File: config.mk
export PLATFORM = sky130hd
export DESIGN_NAME = gn3_perm_ram
export DESIGN_NICKNAME = d
export VERILOG_FILES = /design/src/rtl/gn3_pkg.sv /design/src/rtl/gn3_perm_ram.sv
export SDC_FILE = /design/constraint.sdc
export NUM_CORES = 2
export LEC_CHECK = 0
export BUFFER_PORTS_ARGS = -buffer_cell sky130_fd_sc_hd__buf_2
export CORE_UTILIZATION = 45
export DETAILED_ROUTE_END_ITERATION = 7
export HOLD_SLACK_MARGIN = 0.12
export PLACE_DENSITY = 0.68
export SLEW_MARGIN = 0
export SYNTH_ARGS = -nofsm -noshare
export SYNTH_HDL_FRONTEND = slang
export SYNTH_SLANG_ARGS = --single-unit
export TNS_END_PERCENT = 30
File: constraint.sdc
create_clock -name i_clk -period 2.31 [get_ports i_clk]
set_input_delay 0.3465 -clock i_clk [delete_from_list [all_inputs] [get_ports i_clk]]
set_output_delay 0.3465 -clock i_clk [all_outputs]
set_load 0.01 [all_outputs]
File: src/rtl/gn3_pkg.sv
// shared types, constants and the gradient select function for the noise unit
package gn3_pkg;

    localparam int FRAC_BITS = 16;
    localparam int TBL_AW    = 8;
    localparam int VAL_W     = 20;
    localparam int OUT_W     = 19;

    typedef logic [TBL_AW-1:0]           t_byte;
    typedef logic [FRAC_BITS-1:0]        t_frac;
    typedef logic signed [FRAC_BITS:0]   t_off;
    typedef logic [FRAC_BITS:0]          t_blend;
    typedef logic signed [VAL_W-1:0]     t_val;
    typedef logic signed [OUT_W-1:0]     t_out;

    localparam logic [FRAC_BITS:0] ONE      = 17'(1) << FRAC_BITS;
    localparam logic [37:0]        HALF_P   = 38'(1) << (FRAC_BITS - 1);
    localparam logic [33:0]        HALF_F   = 34'(1) << (FRAC_BITS - 1);
    localparam t_val               OUT_MAXV = 20'sd262143;
    localparam t_val               OUT_MINV = -20'sd262144;

    // one of 12 gradient sums picked by the low hash bits; codes 12 to 15 repeat four of them
    function automatic t_val grad(input logic [3:0] h, input t_off x, input t_off y,
                                  input t_off z);
        t_val ex, ey, ez, r;
        ex = VAL_W'(x);
        ey = VAL_W'(y);
        ez = VAL_W'(z);
        case (h)
            4'd0:    r =  ex + ey;
            4'd1:    r = -ex + ey;
            4'd2:    r =  ex - ey;
            4'd3:    r = -ex - ey;
            4'd4:    r =  ex + ez;
            4'd5:    r = -ex + ez;
            4'd6:    r =  ex - ez;
            4'd7:    r = -ex - ez;
            4'd8:    r =  ey + ez;
            4'd9:    r = -ey + ez;
            4'd10:   r =  ey - ez;
            4'd11:   r = -ey - ez;
            4'd12:   r =  ex + ey;
            4'd13:   r = -ex + ey;
            4'd14:   r =  ey - ez;
            default: r = -ey - ez;
        endcase
        return r;
    endfunction

endpackage

File: src/rtl/gn3_perm_ram.sv
// one copy of the permutation table: one write port, two registered read ports
module gn3_perm_ram
    import gn3_pkg::*;
(
    input  logic  i_clk,
    input  logic  i_ce,
    input  logic  i_we,
    input  t_byte i_waddr,
    input  t_byte i_wdata,
    input  t_byte i_raddr_a,
    input  t_byte i_raddr_b,
    output t_byte o_rdata_a,
    output t_byte o_rdata_b
);

    t_byte r_mem [2**TBL_AW];
    t_byte r_rd_a, r_rd_b;

    always_ff @(posedge i_clk) begin
        if (i_ce) begin
            if (i_we) begin
                r_mem[i_waddr] <= i_wdata;
            end
            r_rd_a <= r_mem[i_raddr_a];
            r_rd_b <= r_mem[i_raddr_b];
        end
    end

    assign o_rdata_a = r_rd_a;
    assign o_rdata_b = r_rd_b;

endmodule

==> Word-level counts from Yosys, hierarchy flattened <==
Memories as Yosys holds them, arrays and structs flattened. A register that Yosys moved wholly into a read port is not among the register bits.
Index checks and enable logic that the tools add are counted.
{ "totals": {"regBits": 0, "wordCells": 4, "out_inout_bits": 16, "n_memories": 1, "mem_bits_rw": 2048} }
{ "op_classes": {"mux": 3} }
{ "mem_list": {"columns": ["name", "words", "width", "read_ports", "rd_clocked_by_memory_dff", "wr", "line", "source"], "rows": [
  ["r_mem", 256, 8, 2, 2, 1, "gn3_perm_ram.sv:16", "t_byte r_mem [2**TBL_AW];"]
]} }
{ "ops": {"columns": ["op", "n"], "rows": [
  ["2-to-1 mux 1 bit", 3]
]} }

==> Longest topological paths before layout <==
{ "logic_depth": {"depth_word": 3, "ltp_mapped": 12, "mapped_depth_nobuf": 7} }

==> Worst setup path after synthesis <==
OpenSTA, ideal clock, no wires.
{ "synth_path": {"path_kind": "input-to-reg", "from": "input port i_raddr_a[1]", "to": "register r_rd_a[4] (netlist: o_rdata_a[4]) (read register of r_mem) (data pin)", "required_time_ns": 2.049, "t_arrival_ns": 2.122, "setup_time_ns": 0.261, "slack_ns": -0.073, "cell_stages": 9, "path_cell_list": "buf_2 buf_4 buf_1 mux4_2 a22o_1 a221oi_1 o32ai_1 nor3_1 nor3_2"} }
{ "synth_rtl": {"columns": ["element", "line", "source"], "rows": [
  ["from (decl)", "gn3_perm_ram.sv:10", "input t_byte i_raddr_a,"],
  ["to (decl)", "gn3_perm_ram.sv:17", "t_byte r_rd_a, r_rd_b;"]
]} }

==> metrics.txt <==
worst-path cell chain mux4_2 -> a22o_1 -> a311oi_2 -> a41oi_4 -> nor3b_2; antenna violation net count after detailed routing 0; Setup CP Type reg -> reg; Synth Area in XOR/XNOR 0%; Nets 6251; dominant cells by area after synthesis edfxtp_1, mux4_2, mux2i_1; root buf cell clkbuf_16; ys flop type edfxtp_1; Area growth, synth to finish 20.4%; simple-gate portion of the synthesized area 3.19%; H-Tree Level Count 4; total CTS buffers 207; sw frac 23.4%; Critical Path AT 3.14 ns; failing checks setup timing; CP max FO 2; Final Hold Fails 0; CP endpoint kind flop; Starting Density 45.4%; Slew Viols, Final 0; Internal Power 64.2 mW; initial antenna violation count 18; Reg clk slew, reported paths 0.07 ns; Post-synth EDFFs 2064; most frequent cells in the layout edfxtp_1, buf_4, mux4_2; CP startpoint kind flop; fillers 16100; final setup margin -0.207 ns; Synth warnings 0; Critical Path Source r_mem[30][2]; DRT Pass-1 Iters 6; Leak Pwr 38.5 nW; largest net degree at the start of global routing 82; Post-Syn Area 96500 um2; top cell type's share of synthesized area 64.2%; Hold WS 0.187 ns; # rows 169; layout cells sized above 1 39.4%; main combinational cell family by area after synthesis multiplexers; Hold Startpoint i_waddr[2]; Placed Area 108000 um2; end-of-flow core utilization 54.7%; Placed Cells incl. Taps 8825; detailed-route via count 61900; RSZ-0062 raised after global routing true; Worst path slowest cell mux4_2; Synth area leader edfxtp_1; Req. time, crit path 2.94 ns; crit share post-route 109%; compound-gate portion of the synthesized area 6.30%; WL/cell 33.8 um; measured slew at the worst slew-check pin 0.941 ns; total power 83.8 mW; synthesized area per cell 18.6 um2; Netlist cell types 66; Syn Inst Count 5198; Layout Skew 0.0439 ns; Non-Filler Cell Area, Final 116000 um2; max incr delay on CP 0.57 ns; Clock power frac 40.7%; Port Buf Inserts 50; pre-CTS setup slack -1.48 ns; detailed placer's ending HPWL 220 mm; Synth Area in Adders 0%; die area 216000 um2; io pins 51; P_sw 19.6 mW; vias in the first global route 60600; Async SR Flop Fraction 0%; die height 465 um; Total GRT Usage 28.5%; post-route minimum period 2.52 ns; Vias/cell 6.71; first-pass GRT wire length 440 mm; clk sinks 2064; Max IR drop VDD 906 uV; Slew headroom 37.3%; aggregate negative setup slack -1.22 ns; DRC viols 0; max-cap violation count 0; Reg power frac 49.4%; PwrDens 721 nW/um2; routed wire length 312 mm; most common cell after layout, fill and taps aside edfxtp_1; CTS tree built; hold crit path type in -> reg; global route overflow 0; Setup violations, final 11; Syn Nets 5233; Placeable Area 213000 um2; worst skew pair latency 0.89 ns; status complete, but fails checks; sequential share of the synthesized area 64.2%; Starting DRT DRC Count 9874; Yosys reg bits 2064; combinational share of power 9.9%; Placer Congestion 0.986; Die Wd 465 um; Max Fclk 397 MHz; Max Root-Sink Buffers 3; Post-CTS Setup Bufs 0; worst r2r src r_mem[30][2]; Layout Cells excl Fill 9225; post-synthesis mux area share 23.3%
==> critical path, delay by kind of cell, from the launching register on <==
family / cells / cell delay (ns)
multiplexers: 1 / 0.57
AO/OA/AOI/OAI: 3 / 1.05
AND/OR/NAND/NOR: 1 / 0.25
flip-flops: 1 / 0.40
==> what timing repair did <==
action,in CTS,in global routing
setup endpoints to repair,16,16
gates resized for setup,99,59
hold endpoints to repair,286,0
pin swaps,24,18
hold buffers,9,0
==> metal layers <==
layer,vias to the layer above,routed length (um),GRT usage (%)
met2,4542,144000,43.8
li1,24500,-,-
met3,690,39100,7.08
met1,32100,113000,38.6
met4,16,15000,12.8
met5,-,104,0
==> cell type report <==
| cell class | count | area [um2] | share of cell area [%] |
|---|---|---|---|
| clock inverter | 133 | 1460 | 1.26 |
| inverter | 8 | 30.0 | 0.0258 |
| timing repair buffer | 1234 | 11200 | 9.60 |
| tap | 2821 | 3530 | 3.04 |
| clock buffer | 254 | 5400 | 4.65 |
| multi-input combinational | 2701 | 32600 | 28.1 |
| sequential | 2064 | 62000 | 53.3 |
| antenna | 10 | 25.0 | 0.0215 |
==> power by group through the flow <==
stage / sequential (mW) / clock, mW / combinational (mW)
after global routing: 41.4 / 35.7 / 8.50
after CTS: 41.4 / 34.4 / 8.02
final: 41.4 / 34.1 / 8.28
after global placement: 42.2 / 0 / 7.77
after floorplan: 42.1 / 0 / 3.88
after detailed placement: 42.2 / 0 / 7.84
==> logic make-up after synthesis <==
family          count (synthesis)
compound gates                863
buf+inv                       433
flops                        2064
mux                          1181
simple gates                  657
==> sequential cells by signal, indices dropped and copies added, names as in the netlist <==
signal and count:
o_rdata_b 8, r_mem 2048, o_rdata_a 8
==> synthesized netlist by cell type (all sizes together) (4+ instances only) <==
cell type,instances
a21oi,183
o2bb2ai,14
nand2,72
nor2b,44
o21ai,32
inv,8
a22o,37
and2,7
mux4,847
or2,12
edfxtp,2064
clkbuf,151
a311oi,9
a211oi,34
nand4,16
nand2b,15
o22a,6
o211ai,9
nor4,43
and3,4
nor3,61
o32ai,9
a31oi,16
a22oi,292
nor2,321
a2111oi,12
mux2i,332
nand3,51
o22ai,97
a221oi,34
o221ai,62
buf,274
==> path summary, 6_finish.rpt <==
check,end,slack [ns],cells past startpoint
worst max-delay path,o_rdata_a[2],-0.21,5
worst min-delay path,r_mem[158][7],0.19,4
worst max register to register,o_rdata_a[2],-0.21,5
worst min register to register,o_rdata_a[0],1.18,4
Note: power is estimated with default switching activity, not from simulation.
