`config.mk`:
```
export PLATFORM = sky130hd
export DESIGN_NAME = gn3_fade
export DESIGN_NICKNAME = d
export VERILOG_FILES = /design/src/rtl/gn3_pkg.sv /design/src/rtl/gn3_fade.sv
export SDC_FILE = /design/constraint.sdc
export NUM_CORES = 1
export LEC_CHECK = 0
export BUFFER_PORTS_ARGS = -buffer_cell sky130_fd_sc_hd__buf_2
export CORE_MARGIN = 1
export CORE_UTILIZATION = 50
export DETAILED_ROUTE_END_ITERATION = 8
export GPL_TIMING_DRIVEN = 0
export PLACE_DENSITY = 0.66
export SLEW_MARGIN = 15
export SYNTH_ARGS = -nofsm -noshare
export SYNTH_HDL_FRONTEND = slang
export SYNTH_SLANG_ARGS = --single-unit
```
`constraint.sdc`:
```
create_clock -name i_clk -period 9.6 [get_ports i_clk]
set_input_delay 1.44 -clock i_clk [delete_from_list [all_inputs] [get_ports i_clk]]
set_output_delay 1.44 -clock i_clk [all_outputs]
set_load 0.02 [all_outputs]
```
`src/rtl/gn3_pkg.sv`:
```
// shared types, constants and the gradient select function for the noise unit
package gn3_pkg;

    localparam int FRAC_BITS = 16;
    localparam int TBL_AW    = 8;
    localparam int VAL_W     = 20;
    localparam int OUT_W     = 19;

    typedef logic [TBL_AW-1:0]           t_byte;
    typedef logic [FRAC_BITS-1:0]        t_frac;
    typedef logic signed [FRAC_BITS:0]   t_off;
    typedef logic [FRAC_BITS:0]          t_blend;
    typedef logic signed [VAL_W-1:0]     t_val;
    typedef logic signed [OUT_W-1:0]     t_out;

    localparam logic [FRAC_BITS:0] ONE      = 17'(1) << FRAC_BITS;
    localparam logic [37:0]        HALF_P   = 38'(1) << (FRAC_BITS - 1);
    localparam logic [33:0]        HALF_F   = 34'(1) << (FRAC_BITS - 1);
    localparam t_val               OUT_MAXV = 20'sd262143;
    localparam t_val               OUT_MINV = -20'sd262144;

    // one of 12 gradient sums picked by the low hash bits; codes 12 to 15 repeat four of them
    function automatic t_val grad(input logic [3:0] h, input t_off x, input t_off y,
                                  input t_off z);
        t_val ex, ey, ez, r;
        ex = VAL_W'(x);
        ey = VAL_W'(y);
        ez = VAL_W'(z);
        case (h)
            4'd0:    r =  ex + ey;
            4'd1:    r = -ex + ey;
            4'd2:    r =  ex - ey;
            4'd3:    r = -ex - ey;
            4'd4:    r =  ex + ez;
            4'd5:    r = -ex + ez;
            4'd6:    r =  ex - ez;
            4'd7:    r = -ex - ez;
            4'd8:    r =  ey + ez;
            4'd9:    r = -ey + ez;
            4'd10:   r =  ey - ez;
            4'd11:   r = -ey - ez;
            4'd12:   r =  ex + ey;
            4'd13:   r = -ex + ey;
            4'd14:   r =  ey - ez;
            default: r = -ey - ez;
        endcase
        return r;
    endfunction

endpackage

```
`src/rtl/gn3_fade.sv`:
```
// two-stage fade curve 3t^2 - 2t^3
module gn3_fade
    import gn3_pkg::*;
(
    input  logic   i_clk,
    input  logic   i_ce,
    input  t_frac  i_t,
    output t_blend o_s
);

    logic [FRAC_BITS:0]   r_t2;
    logic [FRAC_BITS+1:0] r_k;
    t_blend               r_s;
    logic [31:0]          n_sq;
    logic [33:0]          n_cu;

    always_comb begin
        n_sq = 32'(i_t) * 32'(i_t);
        n_cu = 34'(r_t2) * 34'(r_k) + HALF_F;
    end

    always_ff @(posedge i_clk) begin
        if (i_ce) begin
            r_t2 <= 17'((33'(n_sq) + 33'(HALF_F)) >> FRAC_BITS);
            r_k  <= (18'(3) << FRAC_BITS) - {1'b0, i_t, 1'b0};
            r_s  <= 17'(n_cu >> FRAC_BITS);
        end
    end

    assign o_s = r_s;

endmodule

```
# After elaboration in Yosys (flattened, before gate mapping)

Index checks and enable logic that the tools add are counted.

Flip-flop bits (word level): 52
Output and inout bits: 17

Add/subtract/negate cells: 3
Multiply operators: 2

Operator list:

| operator                 | number |
|---|---|
| $add A32 B16 Y33 const B | 1 |
| $add A33 B16 Y33 const B | 1 |
| $mul A17 B18 Y33         | 1 |
| $mul A16 B16 Y32         | 1 |
| $sub A18 B17 Y18 const A | 1 |

# Depth between registers and ports, before layout

Depth in word-level cells: 2
Gate-level depth with buffers: 24

# Worst setup path before layout

OpenSTA, ideal clock, no wires.

Path type: input to register
Start point: in i_t[4]
End point: reg r_t2[13], data pin
Setup time: 258 ps
Arrival time: 6979 ps
Data required time: 9342 ps
Slack: 2363 ps
Stages on the path: 21
Buffers on the path: 2
Cell sequence: clkbuf_1 -> buf_1 -> nand2_1 -> fa_1 -> fa_1 -> fa_1 -> inv_1 -> fa_1 -> fa_1 -> inv_1 -> fa_1 -> inv_1 -> ha_1 -> and4_1 -> and2_1 -> a22oi_1 -> a211oi_2 -> o21a_1 -> or2_2 -> a211oi_1 -> nor2_1

Cells in the longest elaborated chain, start to end: 2

RTL lines:

| item                 | line           | source |
|---|---|---|
| start, declared      | gn3_fade.sv:7  | `input t_frac i_t,` |
| $mul A16 B16 Y32     | gn3_fade.sv:18 | `n_sq = 32'(i_t) * 32'(i_t);` |
| $add A32 B16 Y33     | gn3_fade.sv:24 | `r_t2 <= 17'((33'(n_sq) + 33'(HALF_F)) >> FRAC_BITS);` |
| end signal, assigned | gn3_fade.sv:24 |  |
| end, declared        | gn3_fade.sv:11 | `logic [FRAC_BITS:0] r_t2;` |

No other way between the ends.
A chain may end at the register's enable or synchronous reset.

# Worst setup path in the final report

Same ends and word-level chain as after synthesis.

==> metrics.cfg <==
[placed_design]
dpl.hpwl_um = 34500
io_buffers = 30
place_ws_ns = 0.877
gp_congestion = 0.932

[synth]
ys_types = 48
syn_nets = 2504
syn_area_mm2 = 0.0177
yosysWarningCount = 0
synth_enable_flop_cells = 51
synth.avg_cell_area_um2 = 9.44
synth_ff_type = edfxtp_1
netlist_instances = 1879
ys_seq_area_frac = 0.0863
synth-async-reset-ratio = 0
ys_ff_latch = 51

[setup_path]
path_max_fanout = 10
critical_path_class = in2reg
crit_slowest_cell = buf_1
critPathArrivalTime_ns = 8.49
end_kind = register
cp_top_family = adder cells
slowest_delay_ns = 0.63
critPathLaunchType = input pin
critPathBufInv = 6
path_cells = buf_2, clkbuf_1, buf_1, nand2_1, fa_1, fa_1, inv_1, fa_1, fa_1, fa_1, inv_1, fa_1, inv_1, ha_1, a21oi_1, o21ai_0, a221oi_1, o21ai_0, o21a_1, or2_2, a211oi_1, nor2_1
required_ns = 9.68
crit_top_cell = fa_1

[outcome]
status = finished clean

[floorplanning]
coreArea_mm2 = 0.0347
num_rows = 68
initial_core_util = 0.511
die_x_um = 190
die_h_um = 190
die_area_mm2 = 0.0362
io_pins = 35

[finish]
filler_cell_count = 3182
syn2layout_area_growth_pct = 5.01
n_antenna_cell = 0
fin_nets = 2541
layout-drive-gt1-share = 0.0250

[timing]
finalWorstSetupSlack_ns = 1.20
drv_slew = 0
period_needed_ns = 8.40
worst_slew_pin_slew_ns = 0.841
finalCritPeriodShare = 0.875
slew_headroom = 0.439
rsz0062_at_grt = no
fin_skew_ns = 0.0270
setup_viol = 0
hold_violations = 0
max_freq_mhz = 119
fin_tns_setup_ns = 0

[drt]
dr.pass1.iters = 7
drc = 0
vias = 12300
ant_nets = 0
first_iter_violations = 703
finalWirelength_um = 41500
vias_per_cell = 5.17
wl_per_cell_um = 17.5

[clock_tree]
clock-root-buffer = clkbuf_16
clockBufferDepth = 2
cts_tree = done
cts-hold-fix-buffers = 0
clock-sinks = 51
cts_setup_buffers = 0
clkTransAtPathRegs_ns = 0.09
clkLatencyLatePin_ns = 0.32
htree_num_levels = 2
cts_buffers = 5
cts_resized = 0

[job]
max-cap-violations = 0

[min_path]
hold_class = reg2reg

[global_route]
grt_max_degree = 52
grt_use_total = 0.251
grt_pass1_wl_um = 70000
grt_antenna_before_repair = 0
grt_pass1_vias = 13600
grt-ovfl-total = 0

## worst min-delay path: cells and delay by family (launching register included)
family	cells	cell delay, ns
XOR/XNOR	3	0.37
flip-flops	1	0.56
AND/OR/NAND/NOR	1	0.15
## area by class of cell
type | instances | area (um^2) | share of cell area
plain buffers | 63 | 236 | 0.0127
clock buffers | 5 | 125 | 0.00671
clock inverters | 3 | 42.5 | 0.00228
inverters | 494 | 1850 | 0.0995
multi-input cells | 1271 | 14100 | 0.758
flip-flops and latches | 51 | 1530 | 0.0822
well taps | 455 | 569 | 0.0306
repair buffers | 30 | 153 | 0.00819
## placed cells by master (no fill, tap or decap), drive strengths merged, types with 3 or more instances in the layout
cell type	instances
nor3	14
nor2	44
edfxtp	51
o21a	8
nor4	3
a21oi	37
fa	385
and3	3
or2	4
nand4	5
inv	495
nand3	9
xnor2	37
a211oi	7
nor2b	4
clkbuf	66
o211ai	3
a21o	12
buf	32
ha	222
nand2	236
and2	181
xor2	16
o21ai	14
## cells in the mapped netlist, types with 2 or more instances
library cell	number	share of area
edfxtp_1	51	0.086
nand2b_1	2	0.00071
o21ai_0	14	0.0039
a21o_1	12	0.0051
a211oi_1	5	0.0021
nor2b_1	4	0.0014
a31oi_1	2	0.00071
nand2_1	236	0.050
nor4_1	3	0.0011
nand3_1	9	0.0025
xor2_1	16	0.0079
nor3_1	14	0.0039
a22oi_1	2	0.00085
xnor2_1	37	0.018
nand4_1	5	0.0018
o21a_1	8	0.0034
a21oi_1	37	0.010
and3_1	3	0.0011
o211ai_1	3	0.0013
fa_1	385	0.43
ha_1	222	0.16
inv_1	494	0.10
nor2_1	44	0.0093
and4_1	2	0.00099
o21bai_1	2	0.00085
or2_2	4	0.0014
clkbuf_1	61	0.013
buf_1	2	0.00042
and2_1	181	0.064
## logic make-up after synthesis
group                      after synthesis  synth area share
AOI/OAI and AO/OA                       97            0.0376
adders and majority gates              607             0.591
xor gates and xnor gates                53            0.0262
and+or+nand+nor                        513             0.141
muxes                                    1          0.000635
DFF                                     51            0.0863
buffers and inverters                  557             0.118
## worst paths after layout
path	slack (ns)	to	cells past startpoint	startpoint
setup / recovery	1.20	r_t2[13]$_DFFE_PP_	22	i_t[4]
hold / removal	1.18	o_s[16]$_DFFE_PP_	4	r_t2[16]$_DFFE_PP_
setup reg to reg	2.58	o_s[14]$_DFFE_PP_	22	r_t2[10]$_DFFE_PP_
hold reg to reg	1.18	o_s[16]$_DFFE_PP_	4	r_t2[16]$_DFFE_PP_
## state kept, by name, summed over array words and instances (netlist names)
register  cells
o_s          17
r_k          17
r_t2         17
## routing by layer
metal | share of wire | GRT usage | vias to the layer above | wire [um]
met2 | 0.48 | 0.424 | 360 | 19800
met3 | 0.065 | 0.0401 | 71 | 2680
met5 | 0 | 0 | - | 0
met1 | 0.43 | 0.335 | 6187 | 18000
met4 | 0.026 | 0.0643 | 0 | 1070
li1 | - | - | 5641 | -
## through the flow
step / hold WS, ns / cells / area [um^2] / util
after floorplan: 0.939 / 1879 / 17700 / -
after global placement: 1.16 / 2364 / 18500 / 0.532
after detailed placement: 1.16 / 2364 / 18500 / 0.532
after CTS: 1.18 / 2372 / 18600 / 0.537
after global routing: 1.24 / 2372 / 18600 / 0.537
final: 1.18 / 2372 / 18600 / 0.537
Power is left out: the tool's default activity adds up to more than one toggle a clock period on the data nets, which glitch-free logic cannot reach.
