===== src/rtl/gn3_pkg.sv =====
// shared types, constants and the gradient select function for the noise unit
package gn3_pkg;

    localparam int FRAC_BITS = 16;
    localparam int TBL_AW    = 8;
    localparam int VAL_W     = 20;
    localparam int OUT_W     = 19;

    typedef logic [TBL_AW-1:0]           t_byte;
    typedef logic [FRAC_BITS-1:0]        t_frac;
    typedef logic signed [FRAC_BITS:0]   t_off;
    typedef logic [FRAC_BITS:0]          t_blend;
    typedef logic signed [VAL_W-1:0]     t_val;
    typedef logic signed [OUT_W-1:0]     t_out;

    localparam logic [FRAC_BITS:0] ONE      = 17'(1) << FRAC_BITS;
    localparam logic [37:0]        HALF_P   = 38'(1) << (FRAC_BITS - 1);
    localparam logic [33:0]        HALF_F   = 34'(1) << (FRAC_BITS - 1);
    localparam t_val               OUT_MAXV = 20'sd262143;
    localparam t_val               OUT_MINV = -20'sd262144;

    // one of 12 gradient sums picked by the low hash bits; codes 12 to 15 repeat four of them
    function automatic t_val grad(input logic [3:0] h, input t_off x, input t_off y,
                                  input t_off z);
        t_val ex, ey, ez, r;
        ex = VAL_W'(x);
        ey = VAL_W'(y);
        ez = VAL_W'(z);
        case (h)
            4'd0:    r =  ex + ey;
            4'd1:    r = -ex + ey;
            4'd2:    r =  ex - ey;
            4'd3:    r = -ex - ey;
            4'd4:    r =  ex + ez;
            4'd5:    r = -ex + ez;
            4'd6:    r =  ex - ez;
            4'd7:    r = -ex - ez;
            4'd8:    r =  ey + ez;
            4'd9:    r = -ey + ez;
            4'd10:   r =  ey - ez;
            4'd11:   r = -ey - ez;
            4'd12:   r =  ex + ey;
            4'd13:   r = -ex + ey;
            4'd14:   r =  ey - ez;
            default: r = -ey - ez;
        endcase
        return r;
    endfunction

endpackage


===== src/rtl/gn3_lerp.sv =====
// two-stage linear blend a + round((b - a) * s)
module gn3_lerp
    import gn3_pkg::*;
(
    input  logic   i_clk,
    input  logic   i_ce,
    input  t_val   i_a,
    input  t_val   i_b,
    input  t_blend i_s,
    output t_val   o_r
);

    logic signed [37:0] r_p;
    t_val               r_a;
    t_val               r_r;
    t_val               n_d;
    logic signed [37:0] n_rnd;

    always_comb begin
        n_d   = i_b - i_a;
        n_rnd = (r_p + $signed(HALF_P)) >>> FRAC_BITS;
    end

    always_ff @(posedge i_clk) begin
        if (i_ce) begin
            r_p <= 38'(n_d) * $signed({1'b0, i_s});
            r_a <= i_a;
            r_r <= r_a + VAL_W'(n_rnd);
        end
    end

    assign o_r = r_r;

endmodule


===== config.mk =====
export PLATFORM = sky130hd
export DESIGN_NAME = gn3_lerp
export DESIGN_NICKNAME = d
export VERILOG_FILES = /design/src/rtl/gn3_pkg.sv /design/src/rtl/gn3_lerp.sv
export SDC_FILE = /design/constraint.sdc
export NUM_CORES = 1
export LEC_CHECK = 0
export ABC_CLOCK_PERIOD_IN_PS = 17230
export BUFFER_PORTS_ARGS = -buffer_cell sky130_fd_sc_hd__buf_2
export CAP_MARGIN = 20
export CORE_MARGIN = 2
export CORE_UTILIZATION = 60
export DETAILED_ROUTE_END_ITERATION = 12
export PLACE_DENSITY = 0.78
export SYNTH_ARGS = -nofsm -noshare
export SYNTH_HDL_FRONTEND = slang
export SYNTH_SLANG_ARGS = --single-unit

===== constraint.sdc =====
create_clock -name i_clk -period 17.23 [get_ports i_clk]
set_clock_uncertainty 0.1 [all_clocks]
set_input_delay 2.5845 -clock i_clk [delete_from_list [all_inputs] [get_ports i_clk]]
set_output_delay 2.5845 -clock i_clk [all_outputs]
set_load 0.05 [all_outputs]

### After elaboration in Yosys (flattened, before gate mapping)

Index checks and enable logic that the tools add are counted.

* add/subtract/negate cells: 3
* multipliers: 1

Operators with widths (number)
* 36-bit by 17-bit adder with 36-bit output, second input constant: 1
* 20-bit by 18-bit multiplier with 36-bit output: 1
* 20-bit adder: 1
* 20-bit subtractor: 1

* register bits after elaboration: 76
* bits of input ports: 59
* output and inout port bits: 20
* word-level logic and storage cells: 7

### Logic depth before layout (Yosys ltp)

Gate-level depths: netlist of the first run.

* depth after elaboration: 2
* mapped depth: 35
* gate-level depth less buffers: 33

### Worst setup path before layout of the first run

Ideal clock, no wire load.

* kind: input to register
* from: input i_b[0]
* to: register r_p[35], data pin
* arrival: 9660 ps
* path slack: 7202 ps
* cell stages on the path: 32
* buffers on the path: 1
* cells stage by stage: inv_1 ha_1 fa_1 nor2b_4 o21ai_2 a21boi_1 o21a_1 o21a_1 o21bai_1 a31oi_2 buf_2 nor4_1 a311oi_1 fa_1 fa_1 fa_1 inv_1 fa_1 fa_1 inv_1 fa_1 inv_1 ha_1 a21oi_1 nor2_1 nor2_1 o21ai_0 or3_1 o211ai_1 nand3_1 o41ai_1 xnor2_1

* longest elaborated chain between the ends: 2

Ends and longest elaborated chain
* from (decl): line gn3_lerp.sv:8 `input t_val i_b,`
* 20-bit subtractor: line gn3_lerp.sv:20 `n_d = i_b - i_a;`
* 20-bit by 18-bit multiplier with 36-bit output: line gn3_lerp.sv:26 `r_p <= 38'(n_d) * $signed({1'b0, i_s});`
* to (signal assigned): line gn3_lerp.sv:26
* to (decl): line gn3_lerp.sv:13 `logic signed [37:0] r_p;`

Every way passes these cells.
A chain may end at the register's enable or synchronous reset.

### Worst setup path in the final report of the first run

* from: input i_a[12]
* to: register r_p[35], data pin

* longest elaborated chain between the ends: 2

Ends and longest elaborated chain
* from (decl): line gn3_lerp.sv:7 `input t_val i_a,`
* 20-bit subtractor: line gn3_lerp.sv:20
* 20-bit by 18-bit multiplier with 36-bit output: line gn3_lerp.sv:26

Every way passes these cells.

==> metrics.cfg, run 1 <==
[clocking]
cts.repair_timing.setup_buffer_count = 0
tritoncts = built
insertion_delay_ps = 340
ctsResizeCount = 0
cts_max_path_buffers = 2
ctsHoldBuffers = 0
clock_tree.htree_level_count = 3
clock_tree.root_cell = clkbuf_16
count_of_clock_tree_sinks = 61
clk_pin_slew_worst_paths_ps = 50
cts_inserted_buffers = 9

[sta]
timing_hold_violations_final = 0
finalWorstPathRequiredPeriod_ps = 11360
tightestPinTransition_ps = 1088
postLayoutSetupSlackWorst_ps = 5868
relSlewSlack = 0.2745
finalSetupViolCount = 0
max_transition_viols_final = 0
share_of_the_cycle_needed_by_the_critical_path_after_routing = 0.6594
maxClockFrequency_ghz = 0.08801
grt_setup_unrepaired = no
timing.setup.tns_ps = 0

[detailed_routing]
dr_total_vias = 12719
post_drt_via_cell_ratio = 5.628
post_drt_wl_per_cell_um = 17.62
drt-initial-drc-count = 877
pre_antenna_drt_iters = 5
antenna_left = 0
postRouteWirelength_mm = 39.83
route.detailed.drc = 0

[global_routing]
global_route.usage.met3 = 0.04579
grt_first_pass_wirelength_mm = 65.55
globalRoute.busiestLayer = met2
overflow = 0
global_route.usage.met1 = 0.3585
via_count_of_the_first_global_routing_pass = 13670
number_of_antenna_violations_at_the_first_check_in_global_routing = 0
groute.usage.overall = 0.2862
met2_usage = 0.4952
grt_start_max_net_pins = 62

[synth]
synth.ff_latch_count = 61
number_of_flops_mapped_to_enable_cells_by_yosys = 61
ys_dominant_reg_cell = edfxtp_1
synth_fp_nets = 2361
synth-warning-count = 0
syn-mean-instance-area_sq_um = 9.083
synth_seq_area_share = 0.1089
synth_cell_type_count = 70
post-synth-top-area-cell = fa_1
syn-cell-area_sq_mm = 0.01682
synth_top_area_frac = 0.3856
post_synth_main_area_contributors = fa_1 39%, edfxtp_1 11%, inv_1 9.7%
syn_inst = 1852
synthArstFlopShare = 0

[worst_setup_path]
r2r-start = r_p[17]
cp_num_buf_inv = 7
crit_path_largest_cell_delay_ps = 930
crit_path_max_fanout = 35
timing.setup.critical_path_class = in -> reg
critical_path_arrival_ps = 11340
path_common_cell = inv_1
worst-endpoint-required_ps = 17210
crit_path_start_kind = input port
critical_path.slowest_cell = ha_1
worstReg2RegEnd = o_r[18]
critical_path.top_delay_family = adder cells
worst_r2r_path_depth = 15
crit_path_end_kind = flop
worstSetupPathDepth = 29
crit_path_start = i_a[12]
reg2reg_setup_slack_ps = 13450
critPathCapture = r_p[35]

[die]
floorplan.die_area_sq_mm = 0.02939
number_of_i_o_pins = 79
die_w_um = 171.4
fp.coreArea_sq_mm = 0.02771
rows = 61
floorplan.initialDensity = 0.6072
die_height_um = 171.4

[placed_design]
count_of_input_and_output_buffers = 78
place_hpwl_mm = 31.67
routabilityCongestion = 0.9298
place_worst_setup_slack_ps = 5675

[cells_and_area]
fillCellCount = 2248
syn_to_final_growth_pct = 5.846
final_common_cell = inv_1
fraction_of_final_layout_cells_with_drive_strength_greater_than_1 = 0.07496
commonest_cells_after_routing_fill_and_taps_aside = 434 x inv_1, 324 x fa_1, 207 x nand2_1, 126 x ha_1, 109 x and2_1
final_nets = 2386

[hold_path]
hold_path_class = reg -> reg

[flow_run]
drv.max_cap_violation_count = 0

[status]
run_status = complete, no violations

## cells in the mapped netlist, types with 18 or more instances
cell type and instances:
nor2b_1 41, edfxtp_1 61, o211ai_1 18, inv_1 434, and2_1 109, ha_1 126, o21ai_0 18, nand2b_1 28
fa_1 324, nand3_1 46, a21oi_1 26, clkbuf_1 74, xnor2_1 58, and3_1 28, nand2_1 207, nor2_1 45
xor2_1 25
## state kept, by name, indices dropped and copies added (netlist names)
register	cells
r_p	21
o_r	20
r_a	20
## cell families after synthesis
logic type / count (synthesis) / synth area share
XOR/XNOR: 83 / 0.04321
multiplexers: 17 / 0.01123
AND/OR/NAND/NOR: 569 / 0.1716
buffers and inverters: 517 / 0.1164
flip-flops: 61 / 0.1089
AO/OA/AOI/OAI: 155 / 0.06940
adder cells (fa/ha/maj): 450 / 0.4793
## worst min path at each step
stage / slack (ps) / endpoint / startpoint / cells past startpoint
CTS: 460 / o_r[0] / r_a[0] / 1
global placement: 450 / o_r[0] / r_a[0] / 1
floorplan: 430 / o_r[0] / r_a[0] / 1
global route: 470 / o_r[0] / r_a[0] / 1
detailed placement: 450 / o_r[0] / r_a[0] / 1
finish: 460 / o_r[0] / r_a[0] / 1
## area by class of cell
cell class                 count  area (sq um)  share of cell area
multi-input combinational   1274         13060              0.7332
sequential                    61          1832              0.1029
inverter                     434          1629             0.09149
timing repair buffer          97         533.0             0.02993
tap                          378         473.0             0.02656
clock buffer                  10         229.0             0.01286
clock inverter                 5         52.55            0.002951
antenna                        1         2.502           0.0001405
## layer usage
| metal | share of wire | vias to the layer above | wire length (um) |
|---|---|---|---|
| met2 | 0.50 | 504 | 19770 |
| met5 | 0 | - | 0 |
| met1 | 0.39 | 6340 | 15600 |
| met3 | 0.069 | 123 | 2752 |
| met4 | 0.043 | 0 | 1706 |
| li1 | - | 5752 | - |
## through the flow
step | utilization | hold slack (ps) | area (sq um) | cells
global placement | 0.6322 | 447.1 | 17510 | 2243
CTS | 0.6423 | 457.2 | 17800 | 2258
global route | 0.6426 | 469.7 | 17800 | 2259
floorplan | - | 425.6 | 16820 | 1852
finish | 0.6427 | 459.3 | 17810 | 2260
detailed placement | 0.6322 | 450.7 | 17510 | 2243
Power of run 1 is left out: the tool's default activity adds up to more than one toggle a clock period on the data nets, which glitch-free logic cannot reach.
==> run 2, diff against run 1 <==
- ABC_AREA: default -> 1
- ABC_CLOCK_PERIOD_IN_PS: 17230 -> 11400
- clock period: 17.23 -> 11.4 ns (I/O delays scaled with it)
==> run 2 against run 1 <==
Final cell count increased by 13%; critical endpoint unchanged; worst setup slack got worse by 3600 ps; hold slack improved by 100 ps; critical path depth increased by 6; die area is 0.53% higher.
==> metrics.cfg, run 2 <==
[worst_setup_path]
crit_path_max_fanout = 13  ; was 35
timing.setup.critical_path_class = in -> reg  ; unchanged
critical_path.slowest_cell = fa_1  ; was ha_1
critical_path_arrival_ps = 9100  ; was 11340 ps
r2r-start = r_p[15]  ; was r_p[17]
worst-endpoint-required_ps = 11390  ; was 17210 ps
crit_path_end_kind = flop  ; unchanged
crit_path_start = i_a[14]  ; was i_a[12]
crit_path_start_kind = input port  ; unchanged
crit_path_largest_cell_delay_ps = 720  ; was 930 ps

[placed_design]
routabilityCongestion = 1.009  ; was 0.9298
place_hpwl_mm = 40.54  ; was 31.67 mm
count_of_input_and_output_buffers = 78  ; unchanged

[synth]
post_synth_fa_ha_maj_area_fraction = 0.4767  ; was 0.4793
yosysMostFrequentCell = inv_1  ; unchanged
ys_dominant_reg_cell = edfxtp_1  ; unchanged
synth_fp_nets = 2631  ; was 2361
syn-mean-instance-area_sq_um = 7.971  ; was 9.083 sq um
post_synth_main_area_contributors = fa_1 38%, inv_1 12%, edfxtp_1 11%  ; was fa_1 39%, edfxtp_1 11%, inv_1 9.7%
number_of_flops_mapped_to_enable_cells_by_yosys = 61  ; unchanged
synth_seq_area_share = 0.1083  ; was 0.1089
synth.ff_latch_count = 61  ; unchanged
post-synth-top-area-cell = fa_1  ; unchanged
synth-xor-area-share = 0.03351  ; was 0.04321
synth_top_area_frac = 0.3835  ; was 0.3856
synth-warning-count = 0  ; unchanged
synth_top_family_by_area = adder cells  ; unchanged
netlist_top_cells_count = 553 x inv_1, 360 x nand2_1, 324 x fa_1  ; was 434 x inv_1, 324 x fa_1, 207 x nand2_1
syn-cell-area_sq_mm = 0.01691  ; was 0.01682 sq mm
synthArstFlopShare = 0  ; unchanged
synth-compound-area-share = 0.05060  ; was 0.06939
syn_inst = 2122  ; was 1852
synth_cell_type_count = 44  ; was 70
simple_gate_share_of_the_synthesized_area = 0.1954  ; was 0.1716
synth.area.mux_share = 0  ; was 0.01123

[hold_path]
hold_path.startpoint = r_a[0]  ; unchanged
hold_path_class = reg -> reg  ; unchanged

[global_routing]
overflow = 0  ; unchanged
via_count_of_the_first_global_routing_pass = 14953  ; was 13.67k
grt_start_max_net_pins = 62  ; unchanged
grt_first_pass_wirelength_mm = 75.96  ; was 65.55 mm
groute.usage.overall = 0.3406  ; was 0.2862
number_of_antenna_violations_at_the_first_check_in_global_routing = 1  ; was 0

[cells_and_area]
final_common_cell = inv_1  ; unchanged
commonest_cells_after_routing_fill_and_taps_aside = 553 x inv_1, 360 x nand2_1, 324 x fa_1, 250 x nor2_1, 126 x ha_1  ; was 434 x inv_1, 324 x fa_1, 207 x nand2_1, 126 x ha_1, 109 x and2_1
multi_input_area_sq_mm = 0.01279  ; was 0.01306 sq mm
fillCellCount = 2464  ; was 2248
fraction_of_final_layout_cells_with_drive_strength_greater_than_1 = 0.06364  ; was 0.07496
final_nets = 2688  ; was 2386
max_flop_register = r_p  ; unchanged
syn_to_final_growth_pct = 5.933  ; was 5.846%
seq_area_sq_mm = 0.001832  ; unchanged
largest_register_ff_count = 21  ; unchanged

[sta]
maxClockFrequency_ghz = 0.1097
finalSetupViolCount = 0  ; unchanged
timing.setup.tns_ps = 0  ; unchanged
max_transition_viols_final = 0  ; unchanged
timing_hold_violations_final = 0  ; unchanged
finalWorstPathRequiredPeriod_ps = 9114
tightestPinTransition_ps = 937.5  ; was 1088 ps
share_of_the_cycle_needed_by_the_critical_path_after_routing = 0.7994
grt_setup_unrepaired = no  ; unchanged
relSlewSlack = 0.3745  ; was 0.2745

[clocking]
clk_pin_slew_worst_paths_ps = 50  ; about the same
clock_tree.htree_level_count = 3  ; unchanged
cts_max_path_buffers = 2  ; unchanged
ctsHoldBuffers = 0  ; unchanged
clock_tree.root_cell = clkbuf_16  ; unchanged
ctsResizeCount = 0  ; unchanged
cts_inserted_buffers = 9  ; unchanged
cts.repair_timing.setup_buffer_count = 0  ; unchanged
tritoncts = built  ; unchanged
count_of_clock_tree_sinks = 61  ; unchanged
insertion_delay_ps = 340  ; about the same

[detailed_routing]
pre_antenna_drt_iters = 6  ; was 5
post_drt_via_cell_ratio = 5.521  ; was 5.628
drt-initial-drc-count = 1283  ; was 877
dr_total_vias = 14150  ; was 12.72k
antenna_left = 0  ; unchanged
route.detailed.drc = 0  ; unchanged
postRouteWirelength_mm = 47.17  ; was 39.83 mm
post_drt_wl_per_cell_um = 18.40  ; was 17.62 um

[die]
number_of_i_o_pins = 79  ; unchanged
rows = 61  ; unchanged
die_w_um = 171.9  ; was 171.4 um
floorplan.initialDensity = 0.6088  ; was 0.6072
die_height_um = 171.9  ; was 171.4 um
floorplan.die_area_sq_mm = 0.02955  ; was 0.02939 sq mm
fp.coreArea_sq_mm = 0.02778  ; was 0.02771 sq mm

[status]
run_status = complete, no violations  ; unchanged

[flow_run]
drv.max_cap_violation_count = 0  ; unchanged

run 2: cell families after synthesis:
logic type | count (synthesis)
DFF | 61
and+or+nand+nor | 793
adders and majority gates | 450
xor gates and xnor gates | 63
AOI/OAI and AO/OA | 151
buffers and inverters | 604
run 2: worst paths after layout:
kind | slack, ps | cells past startpoint | end
worst max register to register | 7850 | 17 | o_r[18]
worst max-delay path | 2290 | 35 | r_p[35]
worst min register to register | 560 | 1 | o_r[0]
worst min-delay path | 560 | 1 | o_r[0]
run 2: layout make-up:
cell class,instances,share of cell area
Antenna cell,1,0.0001397
Clock buffer,11,0.01299
Clock inverter,5,0.001536
Inverter,566,0.1186
Multi-Input combinational cell,1457,0.7138
Sequential cell,61,0.1022
Tap cell,378,0.02640
Timing Repair Buffer,84,0.02430
run 2: routing by layer:
metal / up-vias / track usage / part of all wire
li1: 6447 / - / -
met4: 0 / 0.1659 / 0.056
met2: 672 / 0.5729 / 0.47
met3: 161 / 0.07301 / 0.089
met1: 6870 / 0.4189 / 0.39
met5: - / 0 / 0
run 2: worst max-delay path, delay by kind of cell:
family / cells / cell delay [ps]
AND/OR/NAND/NOR: 14 / 2150
AO/OA/AOI/OAI: 5 / 900
buffers and inverters: 9 / 790
adder cells (fa/ha/maj): 7 / 3530
run 2: metrics by stage:
step | hold slack [ps] | utilization | instances | cell area [sq um] | setup WS (ps)
finish | 562.0 | 0.6449 | 2563 | 17920 | 2286
global route | 595.2 | 0.6448 | 2562 | 17910 | 1751
global placement | 532.6 | 0.6355 | 2546 | 17650 | 2076
CTS | 569.4 | 0.6448 | 2562 | 17910 | 2323
detailed placement | 539.6 | 0.6355 | 2546 | 17650 | 1978
floorplan | 425.6 | - | 2122 | 16910 | 3068
Power of run 2 is left out for the same reason.
